## src/rtl/core/month_filtered_sum_unit_defines.svh

```systemverilog
// Assertion macros shared by the month_filtered_sum_unit RTL.
// Expects clk_i and rst_ni in the scope where a macro is used.
`ifndef MONTH_FILTERED_SUM_UNIT_DEFINES_SVH
`define MONTH_FILTERED_SUM_UNIT_DEFINES_SVH

// Property checked on every clock edge outside reset.
`define MFS_ASSERT(name, prop, msg) \
  name: assert property (@(posedge clk_i) disable iff (!rst_ni) (prop)) \
    else $error(msg);

// Implication: when pre holds, post holds at the next edge.
`define MFS_ASSERT_NEXT(name, pre, post, msg) \
  name: assert property (@(posedge clk_i) disable iff (!rst_ni) (pre) |=> (post)) \
    else $error(msg);

`endif

```

## src/rtl/core/mfs_pkg.sv

```systemverilog
// Shared types, constants and calendar tables for month_filtered_sum_unit.
// No dependencies.
`timescale 1ns / 1ps

package mfs_pkg;

  // Record and result widths
  localparam int unsigned TS_W     = 48;
  localparam int unsigned AMOUNT_W = 32;
  localparam int unsigned TOTAL_W  = 64;
  localparam int unsigned IN_DATA_W  = 80;
  localparam int unsigned OUT_DATA_W = 32;

  // Configuration port
  localparam int unsigned CFG_IDX_W  = 8;
  localparam int unsigned CFG_DATA_W = 16;
  localparam logic [CFG_IDX_W-1:0] CFG_TARGET_YEAR  = 8'd0;
  localparam logic [CFG_IDX_W-1:0] CFG_TARGET_MONTH = 8'd1;
  localparam logic [15:0] YEAR_RESET  = 16'd1970;
  localparam logic [3:0]  MONTH_RESET = 4'd0;

  // Day divider: quotient of a 47-bit timestamp by ms/day fits in 21 bits
  localparam int unsigned DAYS_W      = 21;
  localparam int unsigned REM_W       = 27;
  localparam logic [REM_W-1:0] MS_PER_DAY = 27'd86400000;
  localparam int unsigned DIV_STEPS   = 3;
  localparam int unsigned DIV_CYCLES  = DAYS_W / DIV_STEPS;
  localparam int unsigned DIV_CNT_W   = $clog2(DIV_CYCLES);

  // Calendar window arithmetic
  localparam int unsigned WIN_W       = 26;
  localparam int unsigned Q100_W      = 10;
  localparam int unsigned RECIP_SHIFT = 24;
  localparam int unsigned PROD_W      = 34;
  localparam logic [17:0] RECIP_100   = 18'd167773;  // ceil(2^24 / 100)
  localparam logic [15:0] BASE_YEAR   = 16'd1970;
  localparam logic [8:0]  DAYS_PER_YEAR = 9'd365;
  localparam logic [8:0]  LEAPS_BEFORE_BASE = 9'd477;  // leap years in 1..1969
  localparam logic [3:0]  MONTHS      = 4'd12;
  localparam logic [3:0]  MONTH_FEB   = 4'd1;
  localparam logic [3:0]  MONTH_MAR   = 4'd2;
  localparam logic [1:0]  WIN_SETTLE  = 2'd2;

  // Queue between classifier and accumulator
  localparam int unsigned QUEUE_DEPTH = 4;

  // Saturation bounds
  localparam logic [OUT_DATA_W-1:0] SAT_MAX = 32'h7FFF_FFFF;
  localparam logic [OUT_DATA_W-1:0] SAT_MIN = 32'h8000_0000;

  typedef enum logic [1:0] {
    FR_IDLE,
    FR_DIV,
    FR_PUSH
  } front_state_e;

  // Target month as a half-open day range since 1970-01-01
  typedef struct packed {
    logic             valid;
    logic             ok;
    logic [WIN_W-1:0] lo;
    logic [WIN_W-1:0] hi;
  } win_t;

  typedef struct packed {
    logic                       last;
    logic                       match;
    logic signed [AMOUNT_W-1:0] amount;
  } q_entry_t;

  // Days in a month of a common year
  function automatic logic [4:0] month_days(input logic [3:0] m);
    logic [4:0] d;
    case (m)
      4'd1:                      d = 5'd28;
      4'd3, 4'd5, 4'd8, 4'd10:   d = 5'd30;
      default:                   d = 5'd31;
    endcase
    return d;
  endfunction

  // Day of a common year on which a month starts
  function automatic logic [8:0] month_first(input logic [3:0] m);
    logic [8:0] d;
    case (m)
      4'd0:    d = 9'd0;
      4'd1:    d = 9'd31;
      4'd2:    d = 9'd59;
      4'd3:    d = 9'd90;
      4'd4:    d = 9'd120;
      4'd5:    d = 9'd151;
      4'd6:    d = 9'd181;
      4'd7:    d = 9'd212;
      4'd8:    d = 9'd243;
      4'd9:    d = 9'd273;
      4'd10:   d = 9'd304;
      4'd11:   d = 9'd334;
      default: d = 9'd0;
    endcase
    return d;
  endfunction

endpackage

```

## src/rtl/core/mfs_fifo.sv

```systemverilog
// Short queue of classified records between front and back.
// Depends on mfs_pkg and the assertion macros header.
`timescale 1ns / 1ps
`include "month_filtered_sum_unit_defines.svh"

module mfs_fifo #(
  parameter int unsigned Depth = mfs_pkg::QUEUE_DEPTH
) (
  input  logic              clk_i,
  input  logic              rst_ni,
  input  logic              push_i,
  input  mfs_pkg::q_entry_t push_data_i,
  output logic              full_o,
  input  logic              pop_i,
  output mfs_pkg::q_entry_t pop_data_o,
  output logic              empty_o
);
  import mfs_pkg::*;

  localparam int unsigned PtrW = $clog2(Depth);
  localparam int unsigned CntW = $clog2(Depth + 1);

  q_entry_t          mem_q [Depth];
  logic [PtrW-1:0]   wr_ptr_q, wr_ptr_d;
  logic [PtrW-1:0]   rd_ptr_q, rd_ptr_d;
  logic [CntW-1:0]   cnt_q, cnt_d;

  assign full_o     = (cnt_q == CntW'(Depth));
  assign empty_o    = (cnt_q == '0);
  assign pop_data_o = mem_q[rd_ptr_q];

  always_comb begin
    wr_ptr_d = wr_ptr_q;
    rd_ptr_d = rd_ptr_q;
    cnt_d    = cnt_q;
    if (push_i) begin
      wr_ptr_d = (wr_ptr_q == PtrW'(Depth - 1)) ? '0 : wr_ptr_q + 1'b1;
    end
    if (pop_i) begin
      rd_ptr_d = (rd_ptr_q == PtrW'(Depth - 1)) ? '0 : rd_ptr_q + 1'b1;
    end
    if (push_i && !pop_i) begin
      cnt_d = cnt_q + 1'b1;
    end else if (pop_i && !push_i) begin
      cnt_d = cnt_q - 1'b1;
    end
  end

  always_ff @(posedge clk_i or negedge rst_ni) begin
    if (!rst_ni) begin
      wr_ptr_q <= '0;
      rd_ptr_q <= '0;
      cnt_q    <= '0;
    end else begin
      wr_ptr_q <= wr_ptr_d;
      rd_ptr_q <= rd_ptr_d;
      cnt_q    <= cnt_d;
    end
  end

  always_ff @(posedge clk_i) begin
    if (push_i) begin
      mem_q[wr_ptr_q] <= push_data_i;
    end
  end

  `MFS_ASSERT(a_no_push_full, !(push_i && full_o && !pop_i), "push into full queue")
  `MFS_ASSERT(a_no_pop_empty, !(pop_i && empty_o), "pop from empty queue")
  `MFS_ASSERT_NEXT(a_cnt_track, push_i && !pop_i, cnt_q == $past(cnt_q) + 1'b1,
                   "queue count lost a push")

endmodule

```

## src/rtl/core/mfs_window.sv

```systemverilog
// Target registers and the day range of the target month they select.
// Depends on mfs_pkg.
`timescale 1ns / 1ps

module mfs_window (
  input  logic                            clk_i,
  input  logic                            rst_ni,
  input  logic                            cfg_we_i,
  input  logic [mfs_pkg::CFG_IDX_W-1:0]   cfg_idx_i,
  input  logic [mfs_pkg::CFG_DATA_W-1:0]  cfg_wdata_i,
  output mfs_pkg::win_t                   win_o
);
  import mfs_pkg::*;

  logic [15:0]       year_q;
  logic [3:0]        month_q;
  logic [1:0]        busy_q;

  // stage A: divide year and year-1 by 100 through the reciprocal
  logic [15:0]       year_m1;
  logic [PROD_W-1:0] prod_n, prod_y;
  logic [Q100_W-1:0] qn_q, qy_q;

  // stage B: range of the month
  logic [15:0]       yoff;
  logic [WIN_W-1:0]  days_y, leaps, lo_d, hi_d;
  logic              century, leap, ok_d;
  logic [WIN_W-1:0]  lo_q, hi_q;
  logic              ok_q;

  always_ff @(posedge clk_i or negedge rst_ni) begin
    if (!rst_ni) begin
      year_q  <= YEAR_RESET;
      month_q <= MONTH_RESET;
      busy_q  <= WIN_SETTLE;
    end else begin
      if (cfg_we_i) begin
        busy_q <= WIN_SETTLE;
        unique case (cfg_idx_i)
          CFG_TARGET_YEAR:  year_q  <= cfg_wdata_i;
          CFG_TARGET_MONTH: month_q <= cfg_wdata_i[3:0];
          default: ;
        endcase
      end else if (busy_q != '0) begin
        busy_q <= busy_q - 1'b1;
      end
    end
  end

  assign year_m1 = year_q - 16'd1;
  assign prod_n  = PROD_W'(year_m1) * PROD_W'(RECIP_100);
  assign prod_y  = PROD_W'(year_q) * PROD_W'(RECIP_100);

  always_ff @(posedge clk_i) begin
    qn_q <= prod_n[RECIP_SHIFT +: Q100_W];
    qy_q <= prod_y[RECIP_SHIFT +: Q100_W];
  end

  always_comb begin
    yoff    = year_q - BASE_YEAR;
    days_y  = WIN_W'(yoff) * WIN_W'(DAYS_PER_YEAR);
    // leap years from 1970 up to the year before the target
    leaps   = WIN_W'(year_m1 >> 2) - WIN_W'(qn_q) + WIN_W'(qn_q >> 2)
            - WIN_W'(LEAPS_BEFORE_BASE);
    century = (16'(qy_q) * 16'd100 == year_q);
    leap    = ((year_q[1:0] == 2'b00) && !century) || (century && (qy_q[1:0] == 2'b00));
    lo_d    = days_y + leaps + WIN_W'(month_first(month_q))
            + WIN_W'(leap && (month_q >= MONTH_MAR));
    hi_d    = lo_d + WIN_W'(month_days(month_q)) + WIN_W'(leap && (month_q == MONTH_FEB));
    // years before 1970 and months past December never match
    ok_d    = (year_q >= BASE_YEAR) && (month_q < MONTHS);
  end

  always_ff @(posedge clk_i) begin
    lo_q <= lo_d;
    hi_q <= hi_d;
    ok_q <= ok_d;
  end

  assign win_o.valid = (busy_q == '0);
  assign win_o.ok    = ok_q;
  assign win_o.lo    = lo_q;
  assign win_o.hi    = hi_q;

endmodule

```

## src/rtl/core/mfs_front.sv

```systemverilog
// Front end: accepts records, divides the timestamp into days and
// classifies the record against the target month. Depends on mfs_pkg.
`timescale 1ns / 1ps
`include "month_filtered_sum_unit_defines.svh"

module mfs_front (
  input  logic                                clk_i,
  input  logic                                rst_ni,
  input  logic                                in_valid_i,
  output logic                                in_ready_o,
  input  logic signed [mfs_pkg::TS_W-1:0]     in_ts_i,
  input  logic signed [mfs_pkg::AMOUNT_W-1:0] in_amount_i,
  input  logic                                in_last_i,
  input  mfs_pkg::win_t                       win_i,
  output logic                                push_o,
  output mfs_pkg::q_entry_t                   push_data_o,
  input  logic                                full_i
);
  import mfs_pkg::*;

  front_state_e                state_q, state_d;
  logic [DIV_CNT_W-1:0]        cnt_q;
  logic [REM_W-1:0]            rem_q, rem_d;
  logic [DAYS_W-1:0]           lo_q, lo_d;
  logic [DAYS_W-1:0]           quo_q, quo_d;
  logic signed [AMOUNT_W-1:0]  amount_q;
  logic                        last_q;
  logic                        accept;
  logic                        div_done;
  logic                        match;
  logic [REM_W:0]              trial;

  assign accept   = in_valid_i && in_ready_o;
  assign div_done = (cnt_q == DIV_CNT_W'(DIV_CYCLES - 1));

  // next state
  always_comb begin
    state_d = state_q;
    unique case (state_q)
      FR_IDLE: if (accept) state_d = FR_DIV;
      FR_DIV:  if (div_done) state_d = FR_PUSH;
      FR_PUSH: begin
        if (!full_i) state_d = accept ? FR_DIV : FR_IDLE;
      end
      default: state_d = FR_IDLE;
    endcase
  end

  // outputs
  always_comb begin
    in_ready_o = 1'b0;
    push_o     = 1'b0;
    unique case (state_q)
      FR_IDLE: in_ready_o = win_i.valid;
      FR_DIV:  ;
      FR_PUSH: begin
        push_o     = !full_i;
        in_ready_o = !full_i && win_i.valid;
      end
      default: ;
    endcase
  end

  always_ff @(posedge clk_i or negedge rst_ni) begin
    if (!rst_ni) begin
      state_q <= FR_IDLE;
    end else begin
      state_q <= state_d;
    end
  end

  // restoring division by ms/day, DIV_STEPS quotient bits per cycle
  always_comb begin
    rem_d = rem_q;
    lo_d  = lo_q;
    quo_d = quo_q;
    trial = '0;
    for (int k = 0; k < DIV_STEPS; k++) begin
      trial = {rem_d, lo_d[DAYS_W-1]};
      lo_d  = lo_d << 1;
      if (trial >= {1'b0, MS_PER_DAY}) begin
        rem_d = REM_W'(trial - {1'b0, MS_PER_DAY});
        quo_d = {quo_d[DAYS_W-2:0], 1'b1};
      end else begin
        rem_d = trial[REM_W-1:0];
        quo_d = {quo_d[DAYS_W-2:0], 1'b0};
      end
    end
  end

  always_ff @(posedge clk_i) begin
    if (accept) begin
      cnt_q    <= '0;
      amount_q <= in_amount_i;
      last_q   <= in_last_i;
      // negative timestamps count as day zero
      if (in_ts_i[TS_W-1]) begin
        rem_q <= '0;
        lo_q  <= '0;
      end else begin
        rem_q <= REM_W'(in_ts_i[TS_W-2:DAYS_W]);
        lo_q  <= in_ts_i[DAYS_W-1:0];
      end
      quo_q <= '0;
    end else if (state_q == FR_DIV) begin
      cnt_q <= cnt_q + 1'b1;
      rem_q <= rem_d;
      lo_q  <= lo_d;
      quo_q <= quo_d;
    end
  end

  assign match = win_i.ok && (WIN_W'(quo_q) >= win_i.lo) && (WIN_W'(quo_q) < win_i.hi);

  assign push_data_o.last   = last_q;
  assign push_data_o.match  = match;
  assign push_data_o.amount = amount_q;

  `MFS_ASSERT(a_accept_win_valid, !accept || win_i.valid, "record taken with stale window")
  `MFS_ASSERT_NEXT(a_div_to_push, (state_q == FR_DIV) && div_done, state_q == FR_PUSH,
                   "division did not end in push")

endmodule

```

## src/rtl/core/mfs_back.sv

```systemverilog
// Back end: accumulates matching amounts and emits the saturated total
// on the last record of a run. Depends on mfs_pkg.
`timescale 1ns / 1ps
`include "month_filtered_sum_unit_defines.svh"

module mfs_back (
  input  logic                                  clk_i,
  input  logic                                  rst_ni,
  input  logic                                  empty_i,
  input  mfs_pkg::q_entry_t                     pop_data_i,
  output logic                                  pop_o,
  output logic                                  out_valid_o,
  input  logic                                  out_ready_i,
  output logic signed [mfs_pkg::OUT_DATA_W-1:0] out_total_o
);
  import mfs_pkg::*;

  logic [TOTAL_W-1:0]    total_q;
  logic [TOTAL_W-1:0]    sum;
  logic [OUT_DATA_W-1:0] sat;
  logic                  fits;
  logic                  out_valid_q;
  logic [OUT_DATA_W-1:0] out_q;

  // take an entry when the output register is free or being drained
  assign pop_o = !empty_i && (!out_valid_q || out_ready_i);

  always_comb begin
    sum  = total_q + (pop_data_i.match ?
           {{(TOTAL_W-AMOUNT_W){pop_data_i.amount[AMOUNT_W-1]}}, pop_data_i.amount} : '0);
    fits = (&sum[TOTAL_W-1:OUT_DATA_W-1]) || !(|sum[TOTAL_W-1:OUT_DATA_W-1]);
    if (fits) begin
      sat = sum[OUT_DATA_W-1:0];
    end else begin
      sat = sum[TOTAL_W-1] ? SAT_MIN : SAT_MAX;
    end
  end

  always_ff @(posedge clk_i or negedge rst_ni) begin
    if (!rst_ni) begin
      total_q     <= '0;
      out_valid_q <= 1'b0;
    end else begin
      if (out_valid_q && out_ready_i) begin
        out_valid_q <= 1'b0;
      end
      if (pop_o) begin
        if (pop_data_i.last) begin
          total_q     <= '0;
          out_valid_q <= 1'b1;
        end else begin
          total_q <= sum;
        end
      end
    end
  end

  always_ff @(posedge clk_i) begin
    if (pop_o && pop_data_i.last) begin
      out_q <= sat;
    end
  end

  assign out_valid_o = out_valid_q;
  assign out_total_o = out_q;

  `MFS_ASSERT_NEXT(a_last_emits, pop_o && pop_data_i.last, out_valid_q,
                   "last record did not load a result")
  `MFS_ASSERT_NEXT(a_last_clears, pop_o && pop_data_i.last, total_q == '0,
                   "running total not cleared after last record")

endmodule

```

## src/rtl/core/month_filtered_sum_unit.sv

```systemverilog
// Top level of the month-filtered sum unit.
// Depends on mfs_pkg, mfs_window, mfs_front, mfs_fifo and mfs_back.
`timescale 1ns / 1ps

// Sums the amounts of a record stream that fall in one calendar month.
// Each input beat carries a millisecond UTC timestamp, a signed 32-bit
// amount and tlast. The timestamp is turned into whole days (negative
// timestamps count as 1970-01-01), and the record matches when that day
// lies inside the target month selected by the target_year and
// target_month registers (years before 1970 and months 12-15 never match).
// Matching amounts go into a 64-bit running total; on the tlast beat the
// total, that record included, is saturated to signed 32 bits and sent as
// one output beat, then cleared. The front end takes a record only once
// the last is divided, at 3 quotient bits per cycle, and classified. The
// back end accumulates one record per cycle while its output register is
// free or draining; a 4-deep queue sits between them, so a stalled output
// only stops intake once the queue fills. Reset and every configuration
// write hold off input while the day range is recomputed. The user writes
// configuration only while the unit is idle; the unit does not enforce it.
module month_filtered_sum_unit #(
  parameter int unsigned QueueDepth = mfs_pkg::QUEUE_DEPTH
) (
  input  logic                                clk_i,
  input  logic                                rst_ni,
  // records in
  input  logic                                s_axis_tvalid,
  output logic                                s_axis_tready,
  input  logic [mfs_pkg::IN_DATA_W-1:0]       s_axis_tdata,   // timestamp_ms[47:0], amount[79:48]
  input  logic                                s_axis_tlast,   // last_record
  // totals out
  output logic                                m_axis_tvalid,
  input  logic                                m_axis_tready,
  output logic [mfs_pkg::OUT_DATA_W-1:0]      m_axis_tdata,   // month_total[31:0]
  // configuration writes
  input  logic                                cfg_we_i,
  input  logic [mfs_pkg::CFG_IDX_W-1:0]       cfg_idx_i,
  input  logic [mfs_pkg::CFG_DATA_W-1:0]      cfg_wdata_i
);
  import mfs_pkg::*;

  win_t                        win;
  q_entry_t                    push_data, pop_data;
  logic                        push, pop, full, empty;
  logic signed [TS_W-1:0]      in_ts;
  logic signed [AMOUNT_W-1:0]  in_amount;
  logic signed [OUT_DATA_W-1:0] out_total;

  assign in_ts     = s_axis_tdata[TS_W-1:0];
  assign in_amount = s_axis_tdata[TS_W +: AMOUNT_W];

  mfs_window u_window (
    .clk_i       (clk_i),
    .rst_ni      (rst_ni),
    .cfg_we_i    (cfg_we_i),
    .cfg_idx_i   (cfg_idx_i),
    .cfg_wdata_i (cfg_wdata_i),
    .win_o       (win)
  );

  mfs_front u_front (
    .clk_i       (clk_i),
    .rst_ni      (rst_ni),
    .in_valid_i  (s_axis_tvalid),
    .in_ready_o  (s_axis_tready),
    .in_ts_i     (in_ts),
    .in_amount_i (in_amount),
    .in_last_i   (s_axis_tlast),
    .win_i       (win),
    .push_o      (push),
    .push_data_o (push_data),
    .full_i      (full)
  );

  mfs_fifo #(
    .Depth (QueueDepth)
  ) u_fifo (
    .clk_i       (clk_i),
    .rst_ni      (rst_ni),
    .push_i      (push),
    .push_data_i (push_data),
    .full_o      (full),
    .pop_i       (pop),
    .pop_data_o  (pop_data),
    .empty_o     (empty)
  );

  mfs_back u_back (
    .clk_i       (clk_i),
    .rst_ni      (rst_ni),
    .empty_i     (empty),
    .pop_data_i  (pop_data),
    .pop_o       (pop),
    .out_valid_o (m_axis_tvalid),
    .out_ready_i (m_axis_tready),
    .out_total_o (out_total)
  );

  assign m_axis_tdata = out_total;

endmodule

```

## config.mk

```make
export PLATFORM = sky130hd
export DESIGN_NAME = month_filtered_sum_unit
export DESIGN_NICKNAME = d
export VERILOG_FILES = /design/src/rtl/core/mfs_pkg.sv /design/src/rtl/core/mfs_fifo.sv /design/src/rtl/core/mfs_window.sv /design/src/rtl/core/mfs_front.sv /design/src/rtl/core/mfs_back.sv /design/src/rtl/core/month_filtered_sum_unit.sv
export VERILOG_INCLUDE_DIRS = /design/src /design/src/rtl/core
export SDC_FILE = /design/constraint.sdc
export NUM_CORES = 2
export LEC_CHECK = 0
export BUFFER_PORTS_ARGS = -buffer_cell sky130_fd_sc_hd__buf_2
export CELL_PAD_IN_SITES_DETAIL_PLACEMENT = 1
export CELL_PAD_IN_SITES_GLOBAL_PLACEMENT = 1
export CORE_UTILIZATION = 50
export CTS_BUF_LIST = sky130_fd_sc_hd__clkbuf_2
export DETAILED_ROUTE_END_ITERATION = 10
export HOLD_SLACK_MARGIN = 0.15
export PLACE_DENSITY_LB_ADDON = 0.1
export SLEW_MARGIN = 5
export SYNTH_ARGS = -nofsm -noshare
export SYNTH_HDL_FRONTEND = slang
export SYNTH_SLANG_ARGS = --single-unit
```

## constraint.sdc

```tcl
create_clock -name clk_i -period 11.41 [get_ports clk_i]
set_input_delay 1.141 -clock clk_i [delete_from_list [all_inputs] [get_ports clk_i]]
set_output_delay 1.141 -clock clk_i [all_outputs]
set_load 0.02 [all_outputs]
```

**Word-level counts from Yosys, hierarchy flattened**

Memories as Yosys holds them, arrays and structs flattened.
Cells that the tools add are included.

- Eq/ne operators: 16
- Reductions and logical operators: 40
- $mul: 4
- Magnitude comparators: 8
- $add $sub $neg: 20
- Mux-type cells: 35

Operator list:

| kind | count |
|---|---|
| 27-bit two-way mux | 5 |
| 64-bit two-way mux | 2 |
| 28-bit by 27-bit >= comparator with 1-bit output (second input constant) | 3 |
| 27-bit subtractor (second input constant) | 3 |
| 16-bit by 18-bit multiplier with 34-bit output (second input constant) | 2 |
| 64-bit adder | 1 |
| 32-bit two-way mux | 2 |
| 21-bit two-way mux | 3 |
| 26-bit by 1-bit adder with 26-bit output | 2 |
| 33-bit AND reduction | 1 |
| 33-bit OR reduction | 1 |
| 25-bit by 26-bit adder with 26-bit output | 1 |
| 26-bit by 5-bit adder with 26-bit output | 1 |
| 26-bit by 8-bit adder with 26-bit output | 1 |
| 26-bit by 9-bit adder with 26-bit output | 1 |
| 21-bit by 26-bit >= comparator with 1-bit output | 1 |
| 21-bit by 26-bit less-than comparator with 1-bit output | 1 |
| 26-bit two-way mux | 1 |
| 26-bit by 9-bit subtractor with 26-bit output (second input constant) | 1 |
| 16-bit by 9-bit multiplier with 25-bit output (second input constant) | 1 |
| 16-bit equality test | 1 |
| 16-bit by 11-bit >= comparator with 1-bit output (second input constant) | 1 |
| 16-bit by 1-bit subtractor with 16-bit output (second input constant) | 1 |
| 16-bit by 11-bit subtractor with 16-bit output (second input constant) | 1 |
| 34 further kinds | 85 |

- Register bits after elaboration: 306
- Memories kept: 2
- Output and inout port bits: 34
- ROM bits: 144
- Bits in writable memories: 136

Memory list:

| memory | words | width | read ports | clocked after Yosys merged registers in | write ports | RTL line | RTL |
|---|---|---|---|---|---|---|---|
| (no name shown) | 16 | 9 | 1 | 0 | 0 | mfs_pkg.sv:85 | `case (m)` |
| u_fifo.mem_q | 4 | 34 | 1 | 0 | 1 | mfs_fifo.sv:23 | `q_entry_t mem_q [Depth];` |

**Depth between registers and ports, before layout**

- Depth in word-level cells: 9
- Mapped depth: 40

**By module**

From an unflattened synthesis, not the netlist that was laid out.

- Cells, all modules: 4,283
- Area, all modules: 42,201.7 um2

Modules (own cells, without submodules):

| module | cells each | area each (um2) | times used |
|---|---|---|---|
| mfs_window | 2,049 | 19,787.7 | 1 |
| mfs_back | 1,122 | 9,028.7 | 1 |
| mfs_front | 897 | 8,008.9 | 1 |
| mfs_fifo | 215 | 5,376.4 | 1 |

**Least setup slack after synthesis**

No wires, ideal clock.

- Path kind: flip-flop to flip-flop
- From: reg u_window.year_q[0]
- To: reg u_window.hi_q[25]
- Period minus slack after synthesis: 8.586 ns
- Setup time: 0.122 ns
- Path slack: 2.824 ns
- Cell stages (with the launch flop): 39
- Arrival: 8.463 ns
- Cells stage by stage: dfrtp_1 -> inv_1 -> ha_1 -> xor2_1 -> inv_1 -> ha_1 -> fa_1 -> nor2b_1 -> o21ai_0 -> nand2b_1 -> and2_1 -> o21ai_0 -> nand2b_1 -> a21oi_1 -> o21bai_1 -> a21o_1 -> a21oi_1 -> and3_1 -> (+3 left out) -> ha_1 -> inv_1 -> fa_1 -> fa_1 -> inv_1 -> fa_1 -> ha_1 -> and2_1 -> o21ai_0 -> o311ai_0 -> a21oi_1 -> nor2b_1 -> o31ai_1 -> xor2_1 -> nand3_1 -> nor2_1 -> nand3_1 -> xnor2_1

- Longest elaborated chain between the ends: 9
- Elaborated cells on any way between the ends: 19
- Those cells by class: 10 x add/sub; 1 x mul; 1 x eq/ne; 7 x reduce/logical

RTL lines:

| what | RTL line | RTL |
|---|---|---|
| start, declared | mfs_window.sv:15 | `logic [15:0] year_q;` |
| start signal, assigned | mfs_window.sv:40 | `CFG_TARGET_YEAR: year_q <= cfg_wdata_i;` |
| 16-bit by 1-bit subtractor with 16-bit output | mfs_window.sv:50 | `assign year_m1 = year_q - 16'd1;` |
| 14-bit by 10-bit subtractor with 15-bit output | mfs_window.sv:63 | `leaps = WIN_W'(year_m1 >> 2) - WIN_W'(qn_q) + WIN_W'(qn_q >> 2)` |
| 26-bit by 8-bit adder with 26-bit output | mfs_window.sv:63 |  |
| 26-bit by 9-bit subtractor with 26-bit output | mfs_window.sv:64 | `- WIN_W'(LEAPS_BEFORE_BASE);` |
| 25-bit by 26-bit adder with 26-bit output | mfs_window.sv:67 | `lo_d = days_y + leaps + WIN_W'(month_first(month_q))` |
| 26-bit by 9-bit adder with 26-bit output | mfs_window.sv:67 |  |
| 26-bit by 1-bit adder with 26-bit output (*) | mfs_window.sv:68 | `+ WIN_W'(leap && (month_q >= MONTH_MAR));` |
| named net u_window.lo_d[20] | mfs_window.sv:26 | `logic [WIN_W-1:0] days_y, leaps, lo_d, hi_d;` |
| 26-bit by 5-bit adder with 26-bit output (*) | mfs_window.sv:69 | `hi_d = lo_d + WIN_W'(month_days(month_q)) + WIN_W'(leap && (month_q == MONTH_FEB));` |
| 26-bit by 1-bit adder with 26-bit output (*) | mfs_window.sv:69 |  |
| named net u_window.hi_d[25] | mfs_window.sv:26 |  |
| end signal, assigned | mfs_window.sv:76 | `hi_q <= hi_d;` |
| end, declared | mfs_window.sv:28 | `logic [WIN_W-1:0] lo_q, hi_q;` |

The timed path passes the listed nets; every way through them passes the cells marked *.
A chain may end at the register's enable or synchronous reset.

**Worst setup path after layout**

- From: reg u_window.qy_q[3]
- To: reg u_window.hi_q[25]

- Longest elaborated chain between the ends: 9
- Elaborated cells on any way between the ends: 11
- Those cells by class: 3 x add/sub; 1 x mul; 1 x eq/ne; 6 x reduce/logical

RTL lines:

| what | RTL line | RTL |
|---|---|---|
| start, declared | mfs_window.sv:22 | `logic [Q100_W-1:0] qn_q, qy_q;` |
| start signal, assigned | mfs_window.sv:56 | `qy_q <= prod_y[RECIP_SHIFT +: Q100_W];` |
| 10-bit by 5-bit multiplier with 14-bit output (*) | mfs_window.sv:65 | `century = (16'(qy_q) * 16'd100 == year_q);` |
| 16-bit equality test (*) | mfs_window.sv:65 |  |
| 1-bit logical NOT | mfs_window.sv:66 | `leap = ((year_q[1:0] == 2'b00) && !century) \|\| (century && (qy_q[1:0] == 2'b00));` |
| 1-bit logical AND | mfs_window.sv:66 |  |
| 1-bit logical OR (*) | mfs_window.sv:66 |  |
| 1-bit logical AND (*) | mfs_window.sv:68 |  |
| 26-bit by 1-bit adder with 26-bit output (*) | mfs_window.sv:68 |  |
| named net u_window.lo_d[20] | mfs_window.sv:26 |  |
| 26-bit by 5-bit adder with 26-bit output (*) | mfs_window.sv:69 |  |
| 26-bit by 1-bit adder with 26-bit output (*) | mfs_window.sv:69 |  |
| named net u_window.hi_d[25] | mfs_window.sv:26 |  |

Marks and branches as above.

==> results by group <==
Timing
  • Worst Tran Pin Value: 1175 ps
  • Slew margin rel.: 0.2170
  • Period utilization: 0.8707
  • Setup TNS: 0 ps
  • RSZ-0062 raised after global routing: false
  • Fmax: 100.7 MHz
  • Final Max Slew Viols: 0
  • Final Critical Period: 9935 ps
  • Clk_skew: 131.1 ps
  • Final Hold Fails: 0
  • Final setup vio count: 0

Worst setup path
  • Crit end category: flop
  • Setup Crit Path Kind: reg -> reg
  • Worst EP arrival: 11020 ps
  • Slowest cell on crit path: o21ai_0
  • Buf/Inv on CP: 2
  • Critical Path Most Common Cell: a21o_1
  • Crit path max-delay family: adder cells
  • Max FO, Critical Path: 5
  • CP max stage delay: 630 ps
  • Req. time, crit path: 12500 ps
  • Critical path launch point type: flop

Yosys
  • Synth cell types: 111
  • Ys flop type: edfxtp_1
  • Average size of a mapped cell: 10.44 µm²
  • Synth Register Bits: 442
  • Number of flops mapped to enable cells by yosys: 249
  • Synth Cell Area: 39570 µm²
  • Seq/Total Area, Yosys: 0.2990
  • Yosys Warn Count: 0
  • Post-Syn Nets: 4765
  • Ys async rst share: 0.2172
  • Synth Instances: 3790

Die
  • Die width: 283.3 µm
  • DIE HEIGHT: 283.3 µm
  • Core ar.: 77850 µm²
  • Initial Util: 0.5082
  • IO Count: 144
  • Site Rows: 102
  • Die Area: 80260 µm²

Layout
  • Final nets: 5064
  • Layout cell share with drive strength beyond 1: 0.1206
  • Leading cell type in the layout, fill and taps excluded: inv_1
  • Commonest non-fill, non-tap cells in the layout: inv_1, ha_1, fa_1
  • Fillers: 8757
  • Post-Layout Cell Count: 5246
  • Final Util: 0.5616
  • Fin area: 43720 µm²
  • Area grow syn2layout: 10.51%

Placement
  • GP Congestion: 0.8845
  • Post-Place Cells: 4902
  • Placement Cell Area: 41420 µm²
  • Dpl hpwl: 81390 µm
  • # port buffers: 143

Clock network
  • H-tree levels: 4
  • Total CTS buffers: 130
  • Clk_lat worst skew: 1270 ps
  • CTS Buffer Depth: 3
  • Clock slew at reported path FFs: 120 ps
  • Root buf cell: clkbuf_2
  • CTS tree: yes
  • Post-CTS Repair Setup Buffers: 0
  • Sink Count: 442

GRT
  • Initial antenna violation count: 4
  • GRT Util Overall: 0.2724
  • Vias in the first global route: 32242
  • First-pass GRT wire length: 173700 µm
  • GR Overflow Total: 0
  • Largest net degree at the start of global routing: 60

Drt
  • Per-cell routed wire length: 20.32 µm
  • Post-route ant nets: 0
  • Total number of vias: 28997
  • DR DRC count: 0
  • Via/cell ratio: 5.527
  • WL final: 106600 µm
  • Drt pass-1 iters: 5
  • Initial DRC count: 1269

Hold path
  • HP Class: in -> reg

Run status
  • Outcome: complete, no violations

Flow run
  • Max cap viols: 0
[cells in the mapped netlist (11+ instances only)]
master	count	share of area
o21bai_1	26	0.0049
mux2_2	13	0.0037
ha_1	548	0.17
nand3_1	92	0.012
and3_1	34	0.0054
nand4_1	30	0.0047
or3_1	20	0.0032
a22o_1	29	0.0064
o21a_1	24	0.0046
fa_1	317	0.16
o31ai_1	18	0.0034
dfrtp_1	88	0.056
a211oi_1	21	0.0040
nor2b_1	57	0.0090
a21oi_1	144	0.018
and2_1	32	0.0051
mux2i_1	44	0.011
edfxtp_1	249	0.19
mux4_2	31	0.018
nand2b_1	36	0.0057
dfxtp_1	97	0.049
xor2_1	74	0.016
inv_1	573	0.054
xnor2_1	139	0.031
a31oi_1	17	0.0027
o21ai_0	177	0.022
clkbuf_1	75	0.0071
nor2_1	112	0.011
nor3_1	50	0.0063
a21o_1	97	0.018
or2_2	11	0.0017
nand2_1	285	0.027
[metal layers]
layer  vias to the layer above  global-route usage  wire (µm)
li1                      13692                   -          -
met1                     14628              0.3484      47280
met2                       511              0.4768      53170
met3                       166             0.03833       3636
met4                         0             0.08176       2528
met5                         -                   0          0
[through the flow]
| stage | hold WS (ps) | worst slack [ps] |
|---|---|---|
| final | 266.7 | 1475 |
| after global routing | 148.7 | 830.1 |
| after CTS | 150.5 | 1374 |
| after detailed placement | 480.9 | 1501 |
| after global placement | 471.8 | 1715 |
| after floorplan | 455.1 | 2824 |
[tightest hold or removal path: cells and delay by family]
family / cells / cell delay [ps]
AOI/OAI and AO/OA: 2 / 190
buffers and inverters: 1 / 70
[final cells by class]
cell class	instances	area [µm²]	share of cell area
tap	1040	1301	0.02976
multi-input combinational	2674	25210	0.5765
clock inverter	55	401.6	0.009186
inverter	576	2163	0.04948
antenna	10	25.02	0.0005723
clock buffer	184	920.9	0.02106
timing repair buffer	265	1872	0.04281
sequential	442	11830	0.2707
[flip-flops by register name, indices dropped and copies added, names as in the netlist, 16 cells and up]
name                count
u_front.lo_q           21
u_window.year_q        16
u_back.total_q         64
u_fifo.mem_q          136
u_back.out_total_o     32
u_front.amount_q       32
u_front.quo_q          21
u_window.hi_q          26
u_window.lo_q          26
u_front.rem_q          27
[cell families (layout without fill, tap and decap cells)]
kind of cell    count (synthesis)  in the layout  share of synthesized area
xor+xnor                      216            216                    0.04867
mux                            89             89                    0.03286
buf+inv                       674           1080                    0.06559
fa+ha+maj                     865            865                     0.3337
simple gates                  831            831                     0.1065
other cells                     0             10                          0
compound gates                673            673                     0.1137
flops                         442            442                     0.2990
[path summary, 6_finish.rpt]
| path | from | to | slack [ps] | depth (start not counted) |
|---|---|---|---|---|
| worst max-delay path | u_window.qy_q[3] | u_window.hi_q[25] | 1480 | 38 |
| worst max register to register | u_window.qy_q[3] | u_window.hi_q[25] | 1480 | 38 |
| min in group asynchronous | rst_ni | u_back.total_q[17] | 440 | 2 |
| worst min-delay path | s_axis_tdata[44] | u_front.rem_q[23] | 270 | 3 |
| max in group asynchronous | rst_ni | u_back.total_q[43] | 9570 | 3 |
| worst min register to register | u_front.amount_q[25] | u_fifo.mem_q[0][25] | 460 | 0 |
[repair_timing]
| item | CTS | global route |
|---|---|---|
| gates resized for setup | 0 | 0 |
| hold endpoints to repair | 129 | 0 |
| hold buffers | 95 | 0 |
Power is left out: the tool's default activity adds up to more than one toggle a clock period on the data nets, which glitch-free logic cannot reach.
